**src/rtl/rfidwge_pkg.sv**
```systemverilog
`timescale 1ns / 1ps
// ----------------------------------------------------------------------------
// rfidwge_pkg
// Shared types, codes and reset values of the tag write gap encoder.
// ----------------------------------------------------------------------------
package rfidwge_pkg;

  // field widths
  localparam int unsigned DataW   = 32;
  localparam int unsigned TickW   = 10;
  localparam int unsigned BlockW  = 3;
  localparam int unsigned FuncW   = 2;
  localparam int unsigned CfgIdxW = 3;
  localparam int unsigned SDataW  = 40;
  localparam int unsigned MDataW  = 8;

  // command selector codes on the input tuser
  localparam logic [FuncW-1:0] FUNC_TICK  = 2'd0;
  localparam logic [FuncW-1:0] FUNC_WRITE = 2'd1;
  localparam logic [FuncW-1:0] FUNC_RESET = 2'd2;

  // register indexes of the configuration channel
  localparam logic [CfgIdxW-1:0] CFG_PASSWORD  = 3'd0;
  localparam logic [CfgIdxW-1:0] CFG_WAIT      = 3'd1;
  localparam logic [CfgIdxW-1:0] CFG_START_GAP = 3'd2;
  localparam logic [CfgIdxW-1:0] CFG_WRITE_GAP = 3'd3;
  localparam logic [CfgIdxW-1:0] CFG_ZERO      = 3'd4;
  localparam logic [CfgIdxW-1:0] CFG_ONE       = 3'd5;
  localparam logic [CfgIdxW-1:0] CFG_PROGRAM   = 3'd6;

  // register reset values
  localparam logic [DataW-1:0] RST_PASSWORD  = 32'd0;
  localparam logic [TickW-1:0] RST_WAIT      = 10'd400;
  localparam logic [TickW-1:0] RST_START_GAP = 10'd30;
  localparam logic [TickW-1:0] RST_WRITE_GAP = 10'd18;
  localparam logic [TickW-1:0] RST_ZERO      = 10'd24;
  localparam logic [TickW-1:0] RST_ONE       = 10'd56;
  localparam logic [TickW-1:0] RST_PROGRAM   = 10'd700;

  // command class decided by the front end
  typedef enum logic [1:0] {
    KIND_TICK,
    KIND_WRITE,
    KIND_RESET,
    KIND_NOP
  } kind_e;

  // queued command
  typedef struct packed {
    kind_e             kind;
    logic              page;
    logic [BlockW-1:0] block;
    logic              lock_flag;
    logic [DataW-1:0]  data;
    logic              pass_mode;
  } cmd_t;

  // one result item
  typedef struct packed {
    logic carrier_on;
    logic busy_res;
    logic done_res;
    logic rejected;
  } res_t;

  // timing and password registers
  typedef struct packed {
    logic [DataW-1:0] password;
    logic [TickW-1:0] wait_ticks;
    logic [TickW-1:0] start_gap_ticks;
    logic [TickW-1:0] write_gap_ticks;
    logic [TickW-1:0] zero_ticks;
    logic [TickW-1:0] one_ticks;
    logic [TickW-1:0] program_ticks;
  } cfg_t;

endpackage

```
**src/rtl/rfid_tag_write_gap_encoder.sv**
```systemverilog
`timescale 1ns / 1ps
// ----------------------------------------------------------------------------
// rfid_tag_write_gap_encoder
// Carrier on/off envelope generator for block writes to a low-frequency tag.
// ----------------------------------------------------------------------------
//  channel   direction  handshake                   contents
//  s_axis    in         s_axis_tvalid/s_axis_tready  command or carrier tick
//  m_axis    out        m_axis_tvalid/m_axis_tready  one result per command
//  cfg       in         cfg_valid_i/cfg_ready_o      register index and value
//
//  One command per clock cycle sustained while m_axis_tready stays high; a result
//  passes through the input queue and then the result queue before transfer.
//  The sequencer handles each command from the input queue head; ticks are counted
//  by its 10-bit countdown. Reset clears the queues and returns the sequencer
//  to idle with default timing. Input and output queues hold two entries
//  each, so a short stall on either side does not block the other.
// ----------------------------------------------------------------------------
module rfid_tag_write_gap_encoder (
  input  logic                                clk_i,
  input  logic                                rst_ni,
  // page[0], block[3:1], lock_flag[4], data[36:5], pass_mode[37]
  input  logic                                s_axis_tvalid,
  output logic                                s_axis_tready,
  input  logic [rfidwge_pkg::SDataW-1:0]      s_axis_tdata,
  // func[1:0]
  input  logic [rfidwge_pkg::FuncW-1:0]       s_axis_tuser,
  // carrier_on[0], busy_res[1], done_res[2], rejected[3]
  output logic                                m_axis_tvalid,
  input  logic                                m_axis_tready,
  output logic [rfidwge_pkg::MDataW-1:0]      m_axis_tdata,
  input  logic                                cfg_valid_i,
  output logic                                cfg_ready_o,
  input  logic [rfidwge_pkg::CfgIdxW-1:0]     cfg_index_i,
  input  logic [rfidwge_pkg::DataW-1:0]       cfg_data_i
);
  import rfidwge_pkg::*;

  cfg_t cfg_q;
  cmd_t cmd;
  logic cmd_valid;
  logic cmd_pop;
  res_t res;
  logic res_valid;
  logic res_ready;

  // configuration registers
  assign cfg_ready_o = 1'b1;

  always_ff @(posedge clk_i or negedge rst_ni) begin
    if (!rst_ni) begin
      cfg_q.password        <= RST_PASSWORD;
      cfg_q.wait_ticks      <= RST_WAIT;
      cfg_q.start_gap_ticks <= RST_START_GAP;
      cfg_q.write_gap_ticks <= RST_WRITE_GAP;
      cfg_q.zero_ticks      <= RST_ZERO;
      cfg_q.one_ticks       <= RST_ONE;
      cfg_q.program_ticks   <= RST_PROGRAM;
    end else if (cfg_valid_i) begin
      unique case (cfg_index_i)
        CFG_PASSWORD:  cfg_q.password        <= cfg_data_i;
        CFG_WAIT:      cfg_q.wait_ticks      <= cfg_data_i[TickW-1:0];
        CFG_START_GAP: cfg_q.start_gap_ticks <= cfg_data_i[TickW-1:0];
        CFG_WRITE_GAP: cfg_q.write_gap_ticks <= cfg_data_i[TickW-1:0];
        CFG_ZERO:      cfg_q.zero_ticks      <= cfg_data_i[TickW-1:0];
        CFG_ONE:       cfg_q.one_ticks       <= cfg_data_i[TickW-1:0];
        CFG_PROGRAM:   cfg_q.program_ticks   <= cfg_data_i[TickW-1:0];
        default: ;
      endcase
    end
  end

  // command intake
  rfidwge_front u_front (
    .clk_i         (clk_i),
    .rst_ni        (rst_ni),
    .s_axis_tvalid (s_axis_tvalid),
    .s_axis_tready (s_axis_tready),
    .s_axis_tdata  (s_axis_tdata),
    .s_axis_tuser  (s_axis_tuser),
    .cmd_valid_o   (cmd_valid),
    .cmd_o         (cmd),
    .cmd_pop_i     (cmd_pop)
  );

  // envelope sequencer
  rfidwge_seq u_seq (
    .clk_i       (clk_i),
    .rst_ni      (rst_ni),
    .cfg_i       (cfg_q),
    .cmd_valid_i (cmd_valid),
    .cmd_i       (cmd),
    .cmd_pop_o   (cmd_pop),
    .res_valid_o (res_valid),
    .res_o       (res),
    .res_ready_i (res_ready)
  );

  // result queue
  rfidwge_outbuf u_outbuf (
    .clk_i         (clk_i),
    .rst_ni        (rst_ni),
    .res_valid_i   (res_valid),
    .res_i         (res),
    .res_ready_o   (res_ready),
    .m_axis_tvalid (m_axis_tvalid),
    .m_axis_tready (m_axis_tready),
    .m_axis_tdata  (m_axis_tdata)
  );

endmodule

```
**src/rtl/rfidwge_front.sv**
```systemverilog
`timescale 1ns / 1ps
// ----------------------------------------------------------------------------
// rfidwge_front
// Input side: unpacks and classifies commands into a two-entry queue.
// ----------------------------------------------------------------------------
module rfidwge_front (
  input  logic                                clk_i,
  input  logic                                rst_ni,
  input  logic                                s_axis_tvalid,
  output logic                                s_axis_tready,
  input  logic [rfidwge_pkg::SDataW-1:0]      s_axis_tdata,
  input  logic [rfidwge_pkg::FuncW-1:0]       s_axis_tuser,
  output logic                                cmd_valid_o,
  output rfidwge_pkg::cmd_t                   cmd_o,
  input  logic                                cmd_pop_i
);
  import rfidwge_pkg::*;

  cmd_t       mem_q [2];
  logic       wr_ptr_q, wr_ptr_d;
  logic       rd_ptr_q, rd_ptr_d;
  logic [1:0] count_q, count_d;
  cmd_t       cmd_in;
  logic       push;
  logic       pop;

  // unpack tdata and classify the selector
  always_comb begin
    cmd_in.page      = s_axis_tdata[0];
    cmd_in.block     = s_axis_tdata[3:1];
    cmd_in.lock_flag = s_axis_tdata[4];
    cmd_in.data      = s_axis_tdata[36:5];
    cmd_in.pass_mode = s_axis_tdata[37];
    unique case (s_axis_tuser)
      FUNC_TICK:  cmd_in.kind = KIND_TICK;
      FUNC_WRITE: cmd_in.kind = KIND_WRITE;
      FUNC_RESET: cmd_in.kind = KIND_RESET;
      default:    cmd_in.kind = KIND_NOP;
    endcase
  end

  // queue control
  assign s_axis_tready = (count_q != 2'd2);
  assign cmd_valid_o   = (count_q != 2'd0);
  assign cmd_o         = mem_q[rd_ptr_q];
  assign push          = s_axis_tvalid && s_axis_tready;
  assign pop           = cmd_pop_i && cmd_valid_o;

  always_comb begin
    wr_ptr_d = push ? ~wr_ptr_q : wr_ptr_q;
    rd_ptr_d = pop ? ~rd_ptr_q : rd_ptr_q;
    count_d  = count_q + {1'b0, push} - {1'b0, pop};
  end

  always_ff @(posedge clk_i or negedge rst_ni) begin
    if (!rst_ni) begin
      wr_ptr_q <= 1'b0;
      rd_ptr_q <= 1'b0;
      count_q  <= 2'd0;
    end else begin
      wr_ptr_q <= wr_ptr_d;
      rd_ptr_q <= rd_ptr_d;
      count_q  <= count_d;
    end
  end

  // queue storage
  always_ff @(posedge clk_i) begin
    if (push) begin
      mem_q[wr_ptr_q] <= cmd_in;
    end
  end

endmodule

```
**src/rtl/rfidwge_seq.sv**
```systemverilog
`timescale 1ns / 1ps
// ----------------------------------------------------------------------------
// rfidwge_seq
// Back end: envelope sequencer, carries out one queued command per cycle while the result queue has room.
// ----------------------------------------------------------------------------
module rfidwge_seq (
  input  logic                clk_i,
  input  logic                rst_ni,
  input  rfidwge_pkg::cfg_t   cfg_i,
  input  logic                cmd_valid_i,
  input  rfidwge_pkg::cmd_t   cmd_i,
  output logic                cmd_pop_o,
  output logic                res_valid_o,
  output rfidwge_pkg::res_t   res_o,
  input  logic                res_ready_i
);
  import rfidwge_pkg::*;

  typedef enum logic [3:0] {
    PH_IDLE,
    PH_WAIT1,
    PH_SGAP,
    PH_OPCODE,
    PH_PASS,
    PH_LOCK,
    PH_DATA,
    PH_ADDR,
    PH_PROGRAM,
    PH_WAIT2,
    PH_RGAP,
    PH_RBITS
  } phase_e;

  phase_e            ph_q, ph_d;
  logic [5:0]        bp_q, bp_d;
  logic [TickW-1:0]  cnt_q, cnt_d;
  logic              gap_q, gap_d;
  logic [DataW-1:0]  hdata_q, hdata_d;
  logic [BlockW-1:0] hblock_q, hblock_d;
  logic              hpage_q, hpage_d;
  logic              hlock_q, hlock_d;
  logic              hpass_q, hpass_d;
  logic              step;
  logic [5:0]        bp_inc;
  logic [TickW-1:0]  cnt_dec;
  phase_e            nxt;
  res_t              res;

  // a zero duration counts as one tick
  function automatic logic [TickW-1:0] dur(input logic [TickW-1:0] v);
    return (v == '0) ? 10'd1 : v;
  endfunction

  function automatic logic is_bit(input phase_e p);
    logic r;
    unique case (p)
      PH_OPCODE, PH_PASS, PH_LOCK, PH_DATA, PH_ADDR, PH_RBITS: r = 1'b1;
      default: r = 1'b0;
    endcase
    return r;
  endfunction

  function automatic logic [5:0] bit_count(input phase_e p);
    logic [5:0] r;
    unique case (p)
      PH_PASS, PH_DATA: r = 6'd32;
      PH_LOCK:          r = 6'd1;
      PH_ADDR:          r = 6'd3;
      default:          r = 6'd2;
    endcase
    return r;
  endfunction

  // bit value at a position of a field phase
  function automatic logic cur_bit(input phase_e p, input logic [5:0] pos,
                                   input logic [DataW-1:0] pwd,
                                   input logic [DataW-1:0] hdata,
                                   input logic [BlockW-1:0] hblock,
                                   input logic hpage, input logic hlock);
    logic [4:0] widx;
    logic [1:0] aidx;
    logic       r;
    widx = ~pos[4:0];
    aidx = 2'd2 - pos[1:0];
    unique case (p)
      PH_OPCODE: r = (pos == 6'd0) ? 1'b1 : hpage;
      PH_PASS:   r = pwd[widx];
      PH_LOCK:   r = hlock;
      PH_DATA:   r = hdata[widx];
      PH_ADDR:   r = (aidx == 2'd3) ? 1'b0 : hblock[aidx];
      default:   r = (pos == 6'd0);
    endcase
    return r;
  endfunction

  function automatic phase_e next_phase(input phase_e p, input logic wp);
    phase_e r;
    unique case (p)
      PH_WAIT1:   r = PH_SGAP;
      PH_SGAP:    r = PH_OPCODE;
      PH_OPCODE:  r = wp ? PH_PASS : PH_LOCK;
      PH_PASS:    r = PH_LOCK;
      PH_LOCK:    r = PH_DATA;
      PH_DATA:    r = PH_ADDR;
      PH_ADDR:    r = PH_PROGRAM;
      PH_PROGRAM: r = PH_WAIT2;
      PH_WAIT2:   r = PH_RGAP;
      PH_RGAP:    r = PH_RBITS;
      default:    r = PH_IDLE;
    endcase
    return r;
  endfunction

  function automatic logic level(input phase_e p, input logic gap);
    logic r;
    if (p == PH_SGAP || p == PH_RGAP) begin
      r = 1'b0;
    end else if (is_bit(p)) begin
      r = !gap;
    end else begin
      r = 1'b1;
    end
    return r;
  endfunction

  // step logic
  assign step        = cmd_valid_i && res_ready_i;
  assign cmd_pop_o   = step;
  assign res_valid_o = step;
  assign res_o       = res;
  assign bp_inc      = bp_q + 6'd1;
  assign cnt_dec     = cnt_q - 10'd1;
  assign nxt         = next_phase(ph_q, hpass_q);

  always_comb begin
    ph_d         = ph_q;
    bp_d         = bp_q;
    cnt_d        = cnt_q;
    gap_d        = gap_q;
    hdata_d      = hdata_q;
    hblock_d     = hblock_q;
    hpage_d      = hpage_q;
    hlock_d      = hlock_q;
    hpass_d      = hpass_q;
    res.done_res = 1'b0;
    res.rejected = 1'b0;
    unique case (cmd_i.kind)
      KIND_TICK: begin
        res.carrier_on = level(ph_q, gap_q);
        if (ph_q != PH_IDLE) begin
          cnt_d = cnt_dec;
          if (cnt_dec == '0) begin
            if (is_bit(ph_q) && !gap_q) begin
              // carrier part of a bit over, start its gap
              gap_d = 1'b1;
              cnt_d = dur(cfg_i.write_gap_ticks);
            end else if (is_bit(ph_q) && (bp_inc < bit_count(ph_q))) begin
              // next bit of the same field
              bp_d  = bp_inc;
              gap_d = 1'b0;
              cnt_d = cur_bit(ph_q, bp_inc, cfg_i.password, hdata_q, hblock_q,
                              hpage_q, hlock_q) ? dur(cfg_i.one_ticks)
                                                : dur(cfg_i.zero_ticks);
            end else begin
              // move on to the next phase
              ph_d  = nxt;
              bp_d  = 6'd0;
              gap_d = 1'b0;
              unique case (nxt)
                PH_WAIT1, PH_WAIT2: cnt_d = dur(cfg_i.wait_ticks);
                PH_SGAP, PH_RGAP:   cnt_d = dur(cfg_i.start_gap_ticks);
                PH_PROGRAM:         cnt_d = dur(cfg_i.program_ticks);
                PH_IDLE:            cnt_d = '0;
                default: cnt_d = cur_bit(nxt, 6'd0, cfg_i.password, hdata_q, hblock_q,
                                         hpage_q, hlock_q) ? dur(cfg_i.one_ticks)
                                                           : dur(cfg_i.zero_ticks);
              endcase
              res.done_res = (nxt == PH_IDLE);
            end
          end
        end
      end
      KIND_WRITE, KIND_RESET: begin
        if (ph_q != PH_IDLE) begin
          res.rejected = 1'b1;
        end else if (cmd_i.kind == KIND_WRITE) begin
          hdata_d  = cmd_i.data;
          hblock_d = cmd_i.block;
          hpage_d  = cmd_i.page;
          hlock_d  = cmd_i.lock_flag;
          hpass_d  = cmd_i.pass_mode;
          ph_d     = PH_WAIT1;
          bp_d     = 6'd0;
          gap_d    = 1'b0;
          cnt_d    = dur(cfg_i.wait_ticks);
        end else begin
          ph_d  = PH_RGAP;
          bp_d  = 6'd0;
          gap_d = 1'b0;
          cnt_d = dur(cfg_i.start_gap_ticks);
        end
        res.carrier_on = level(ph_d, gap_d);
      end
      default: begin
        res.carrier_on = level(ph_q, gap_q);
      end
    endcase
    res.busy_res = (ph_d != PH_IDLE);
  end

  // sequencer state and latched write command
  always_ff @(posedge clk_i or negedge rst_ni) begin
    if (!rst_ni) begin
      ph_q     <= PH_IDLE;
      bp_q     <= 6'd0;
      cnt_q    <= '0;
      gap_q    <= 1'b0;
      hdata_q  <= '0;
      hblock_q <= '0;
      hpage_q  <= 1'b0;
      hlock_q  <= 1'b0;
      hpass_q  <= 1'b0;
    end else if (step) begin
      ph_q     <= ph_d;
      bp_q     <= bp_d;
      cnt_q    <= cnt_d;
      gap_q    <= gap_d;
      hdata_q  <= hdata_d;
      hblock_q <= hblock_d;
      hpage_q  <= hpage_d;
      hlock_q  <= hlock_d;
      hpass_q  <= hpass_d;
    end
  end

  // gap flag only inside bit fields
  a_gap_in_bit: assert property (@(posedge clk_i) disable iff (!rst_ni)
    gap_q |-> is_bit(ph_q))
    else $error("gap flag set outside a bit field");

  // countdown is zero exactly when idle
  a_cnt_idle: assert property (@(posedge clk_i) disable iff (!rst_ni)
    (ph_q == PH_IDLE) == (cnt_q == '0))
    else $error("countdown out of step with phase");

  // a finished sequence leaves the sequencer idle
  a_done_idle: assert property (@(posedge clk_i) disable iff (!rst_ni)
    (step && res.done_res) |=> (ph_q == PH_IDLE))
    else $error("done reported but sequencer still busy");

  // a rejected command leaves the running sequence alone
  a_reject_busy: assert property (@(posedge clk_i) disable iff (!rst_ni)
    (step && res.rejected) |-> (res.busy_res && ph_d == ph_q && cnt_d == cnt_q))
    else $error("rejected command disturbed the sequence");

endmodule

```
**src/rtl/rfidwge_outbuf.sv**
```systemverilog
`timescale 1ns / 1ps
// ----------------------------------------------------------------------------
// rfidwge_outbuf
// Output side: two-entry result queue that drives the master stream.
// ----------------------------------------------------------------------------
module rfidwge_outbuf (
  input  logic                            clk_i,
  input  logic                            rst_ni,
  input  logic                            res_valid_i,
  input  rfidwge_pkg::res_t               res_i,
  output logic                            res_ready_o,
  output logic                            m_axis_tvalid,
  input  logic                            m_axis_tready,
  output logic [rfidwge_pkg::MDataW-1:0]  m_axis_tdata
);
  import rfidwge_pkg::*;

  res_t       mem_q [2];
  res_t       head;
  logic       wr_ptr_q, wr_ptr_d;
  logic       rd_ptr_q, rd_ptr_d;
  logic [1:0] count_q, count_d;
  logic       push;
  logic       pop;

  // queue control
  assign res_ready_o   = (count_q != 2'd2);
  assign m_axis_tvalid = (count_q != 2'd0);
  assign push          = res_valid_i && res_ready_o;
  assign pop           = m_axis_tvalid && m_axis_tready;
  assign head          = mem_q[rd_ptr_q];

  // pack result, carrier_on in bit 0
  assign m_axis_tdata = {4'b0000, head.rejected, head.done_res, head.busy_res,
                         head.carrier_on};

  always_comb begin
    wr_ptr_d = push ? ~wr_ptr_q : wr_ptr_q;
    rd_ptr_d = pop ? ~rd_ptr_q : rd_ptr_q;
    count_d  = count_q + {1'b0, push} - {1'b0, pop};
  end

  always_ff @(posedge clk_i or negedge rst_ni) begin
    if (!rst_ni) begin
      wr_ptr_q <= 1'b0;
      rd_ptr_q <= 1'b0;
      count_q  <= 2'd0;
    end else begin
      wr_ptr_q <= wr_ptr_d;
      rd_ptr_q <= rd_ptr_d;
      count_q  <= count_d;
    end
  end

  // queue storage
  always_ff @(posedge clk_i) begin
    if (push) begin
      mem_q[wr_ptr_q] <= res_i;
    end
  end

endmodule
```
**config.mk**
```make
export PLATFORM = sky130hd
export DESIGN_NAME = rfid_tag_write_gap_encoder
export DESIGN_NICKNAME = d
export VERILOG_FILES = /design/src/rtl/rfidwge_pkg.sv /design/src/rtl/rfid_tag_write_gap_encoder.sv /design/src/rtl/rfidwge_front.sv /design/src/rtl/rfidwge_seq.sv /design/src/rtl/rfidwge_outbuf.sv
export SDC_FILE = /design/constraint.sdc
export NUM_CORES = 1
export LEC_CHECK = 0
export BUFFER_PORTS_ARGS = -buffer_cell sky130_fd_sc_hd__buf_2
export CAP_MARGIN = 40
export CORE_UTILIZATION = 55
export DETAILED_ROUTE_END_ITERATION = 10
export PLACE_DENSITY = 0.74
export SYNTH_ARGS = -nofsm -noshare
export SYNTH_HDL_FRONTEND = slang
export SYNTH_SLANG_ARGS = --single-unit
export TNS_END_PERCENT = 5
```
**constraint.sdc**
```tcl
create_clock -name clk_i -period 12.1 [get_ports clk_i]
set_input_delay 1.21 -clock clk_i [delete_from_list [all_inputs] [get_ports clk_i]]
set_output_delay 1.21 -clock clk_i [all_outputs]
set_load 0.1 [all_outputs]
```
==> impl_metrics.env <==
export IMPL_syn_area_um2=12100
export IMPL_r2r_start="u_front.rd_ptr_q$_DFFE_PN0P_"
export IMPL_seqPwrFrac_pct=39.3
export IMPL_ys_seq_area_share_pct=54.8
export IMPL_wl_per_cell_um=19.3
export IMPL_ir_worst_vdd_mv=0.169
export IMPL_slew_violations=0
export IMPL_antenna_cells=0
export IMPL_die_area_um2=22600
export IMPL_cap_violations=0
export IMPL_syn_avg_cell_area_um2=11.9
export IMPL_grt_pass1_vias=8155
export IMPL_post_cts_hold_buffer_count=0
export IMPL_internal_power_mw=2.05
export IMPL_synth_edf_count=88
export IMPL_final_common_cell="dfrtp_1"
export IMPL_n_fill_cell=1635
export IMPL_rows=53
export IMPL_layout_common_cells="138 x dfrtp_1, 101 x mux2_2, 94 x nand2_1"
export IMPL_grt_use_total_pct=24.8
export IMPL_clock_skew_ns=0.0143
export IMPL_via_count=8269
export IMPL_r2r_slack_ns=7.32
export IMPL_power_leakage_nw=5.61
export IMPL_seqCellArea_um2=6650
export IMPL_switching_power_mw=1.24
export IMPL_critPathLaunchType="flop"
export IMPL_post_route_period_util_pct=39.5
export IMPL_port_buffers=85
export IMPL_wl_mm=26.7
export IMPL_fin_ws_ns=7.32
export IMPL_hp_class="flop to flop"
export IMPL_area_delta_synth_final_pct=12.6
export IMPL_relSlewSlack_pct=38.0
export IMPL_initial_core_util_pct=56.9
export IMPL_drc=0
export IMPL_postCtsResizedCells=0
export IMPL_outcome="complete, no violations"
export IMPL_hp_start="u_seq.hdata_q[16]$_DFFE_PN0P_"
export IMPL_grt_pass1_wl_mm=43.4
export IMPL_reg2reg_depth=10
export IMPL_grt_max_degree=91
export IMPL_cts_made_buffers=26
export IMPL_cts_tree="built"
export IMPL_final_nets=1184
export IMPL_hold_depth=2
export IMPL_power_frac_clock_pct=22.8
export IMPL_dp_slack_ns=7.38
export IMPL_final_area_um2=13600
export IMPL_core_area_um2=21300
export IMPL_synth_ff_type="dfrtp_1"
export IMPL_crit_arrival_ns=5.20
export IMPL_final_setup_viol_count=0
export IMPL_p_sw_share_pct=37.6
export IMPL_antenna_found_initial=2
export IMPL_die_h_um=150
export IMPL_first_pass_iters=5
export IMPL_holdWs_ns=0.470
export IMPL_cp_end_kind="flop"
export IMPL_synth_ff_latch_count=247
export IMPL_cts_root_buf="clkbuf_16"
export IMPL_power_mw=3.29
export IMPL_overflow=0
export IMPL_detail_route_antenna_nets=0
export IMPL_clock_latency_ns=0.54
export IMPL_place_area_um2=12800
export IMPL_ys_warn_count=0
export IMPL_cts_htree_levels=1
export IMPL_cellPowerDensity_nw_per_um2=241
export IMPL_cp_required_ns=12.52
export IMPL_final_hold_viol_count=0
export IMPL_multi_input_area_um2=5100
export IMPL_ys_async_sr_fraction_pct=64.4
export IMPL_rsz0062_at_grt="false"
export IMPL_cts_setup_buffers=0
export IMPL_drt_iter0_drc=518
export IMPL_hold_end="u_seq.hdata_q[16]$_DFFE_PN0P_"
export IMPL_clkSinkCount=247
export IMPL_share_comb_of_total_power_pct=37.9
export IMPL_max_freq_mhz=209
export IMPL_critPathKind="flop to flop"
export IMPL_finalSetupTns_ns=0
export IMPL_rr_endpoint="u_seq.cnt_q[4]$_DFFE_PN0P_"
export IMPL_crit_fanout=41
export IMPL_drive_above_1_share_pct=26.3
export IMPL_fin_crit_ns=4.78
export IMPL_clock_path_buffers=3
export IMPL_cts_clk_slew_worst_paths_ns=0.06
export IMPL_boundaryPins=93
export IMPL_via_per_inst=5.98
export IMPL_fp_dieW_um=150
export IMPL_worstMarginPinSlew_ns=0.931
export IMPL_syn_inst=1019
export IMPL_synth_cell_types=80
export IMPL_place_congestion=0.936
export IMPL_dp_hpwl_mm=18.4
[how the worst max path moves through the flow]
stage / from / endpoint / slack [ns] / cells after the start
after floorplan: u_seq.bp_q[0]$_DFFE_PN0P_ / u_outbuf.mem_q[0][2]$_DFFE_PP_ / 8.16 / 18
after global placement: u_front.rd_ptr_q$_DFFE_PN0P_ / u_seq.cnt_q[4]$_DFFE_PN0P_ / 7.46 / 10
after detailed placement: u_front.rd_ptr_q$_DFFE_PN0P_ / u_seq.cnt_q[4]$_DFFE_PN0P_ / 7.38 / 10
after CTS: u_front.rd_ptr_q$_DFFE_PN0P_ / u_seq.cnt_q[4]$_DFFE_PN0P_ / 7.38 / 10
after global routing: u_front.rd_ptr_q$_DFFE_PN0P_ / u_seq.cnt_q[4]$_DFFE_PN0P_ / 7.07 / 10
final: u_front.rd_ptr_q$_DFFE_PN0P_ / u_seq.cnt_q[4]$_DFFE_PN0P_ / 7.32 / 10
[synthesized netlist by cell type (7+ instances only)]
library cell / number / share of area, %
ha_1: 15 / 1.5
mux4_2: 9 / 1.7
dfrtp_1: 139 / 29
xor2_1: 7 / 0.51
nor2_1: 52 / 1.6
o31ai_1: 7 / 0.43
nand3_1: 18 / 0.74
nor4_1: 11 / 0.57
mux2i_1: 74 / 6.1
buf_4: 7 / 0.43
nand2_1: 94 / 2.9
edfxtp_1: 88 / 22
o21ai_0: 54 / 2.2
clkbuf_1: 43 / 1.3
nor2b_1: 8 / 0.41
a22oi_1: 8 / 0.50
nor3_1: 22 / 0.91
inv_1: 22 / 0.68
a21oi_1: 42 / 1.7
buf_2: 8 / 0.33
mux2_2: 101 / 9.4
buf_1: 8 / 0.25
xnor2_1: 14 / 1.0
nand2b_1: 10 / 0.52
dfstp_2: 20 / 4.3
a31oi_1: 12 / 0.62
a211oi_1: 8 / 0.50
[per-layer routing]
metal | share of wire (%) | up-vias | GRT usage, %
met5 | 0.049 | - | 0
li1 | - | 3907 | -
met1 | 43 | 4059 | 33.9
met4 | 2.3 | 2 | 6.77
met3 | 6.3 | 45 | 4.58
met2 | 48 | 256 | 40.8
[sequential cells by signal, indices dropped and copies added (netlist names)]
name and cells:
u_seq.hblock_q 3, u_outbuf.rd_ptr_q 1, u_seq.hdata_q 32, u_front.wr_ptr_q 1
cfg_q 92, u_outbuf.count_q 2, u_front.mem_q 80, u_seq.hlock_q 1
u_seq.bp_q 6, u_front.count_q 2, u_front.rd_ptr_q 1, u_outbuf.mem_q 8
u_seq.ph_q 4, u_seq.gap_q 1, u_seq.hpage_q 1, u_seq.hpass_q 1
u_outbuf.wr_ptr_q 1, u_seq.cnt_q 10
[stage by stage]
stage,utilization (%),std cells
after floorplan,-,1022
after global placement,59.8,1329
after detailed placement,60.3,1334
after CTS,64.1,1382
after global routing,64.1,1382
final,64.1,1382
[power by group through the flow]
| stage | clock network, mW | registers, mW | logic [mW] |
|---|---|---|---|
| 6_report | 0.750 | 1.29 | 1.25 |
| 4_1_cts | 0.765 | 1.29 | 1.25 |
| 2_1_floorplan | 0 | 1.25 | 0.971 |
| 3_3_place_gp | 0 | 1.29 | 1.20 |
| 3_5_place_dp | 0 | 1.30 | 1.24 |
| 5_1_grt | 0.797 | 1.32 | 1.37 |
[cell families (layout without fill, tap and decap cells)]
kind of cell / Yosys count / after routing / share of synthesized area [%]
AND/OR/NAND/NOR: 250 / 250 / 9.96
flip-flops: 247 / 247 / 54.8
AO/OA/AOI/OAI: 207 / 207 / 11.5
multiplexers: 185 / 185 / 17.3
buffers and inverters: 92 / 177 / 3.33
XOR/XNOR: 21 / 21 / 1.52
adder cells (fa/ha/maj): 15 / 15 / 1.55
other: 2 / 5 / 0.0620
[cell type report]
type / instances / share of cell area (%)
clock inverter: 10 / 0.761
sequential: 247 / 48.7
timing repair buffer: 106 / 4.80
clock buffer: 38 / 5.17
tap: 275 / 2.52
multi-input combinational: 683 / 37.4
inverter: 23 / 0.633
[critical path: stages, from the launching register on]
cell and delay, ns:
dfrtp_2 0.34, buf_4 0.55, mux2i_1 0.55, ha_1 0.66
clkinv_1 0.52, nor2_1 0.30, a2111o_1 0.76, nor2_1 0.32
a21boi_0 0.25, a221oi_1 0.27, nand2_1 0.09
No activity file was read; power rests on OpenSTA's default activity.
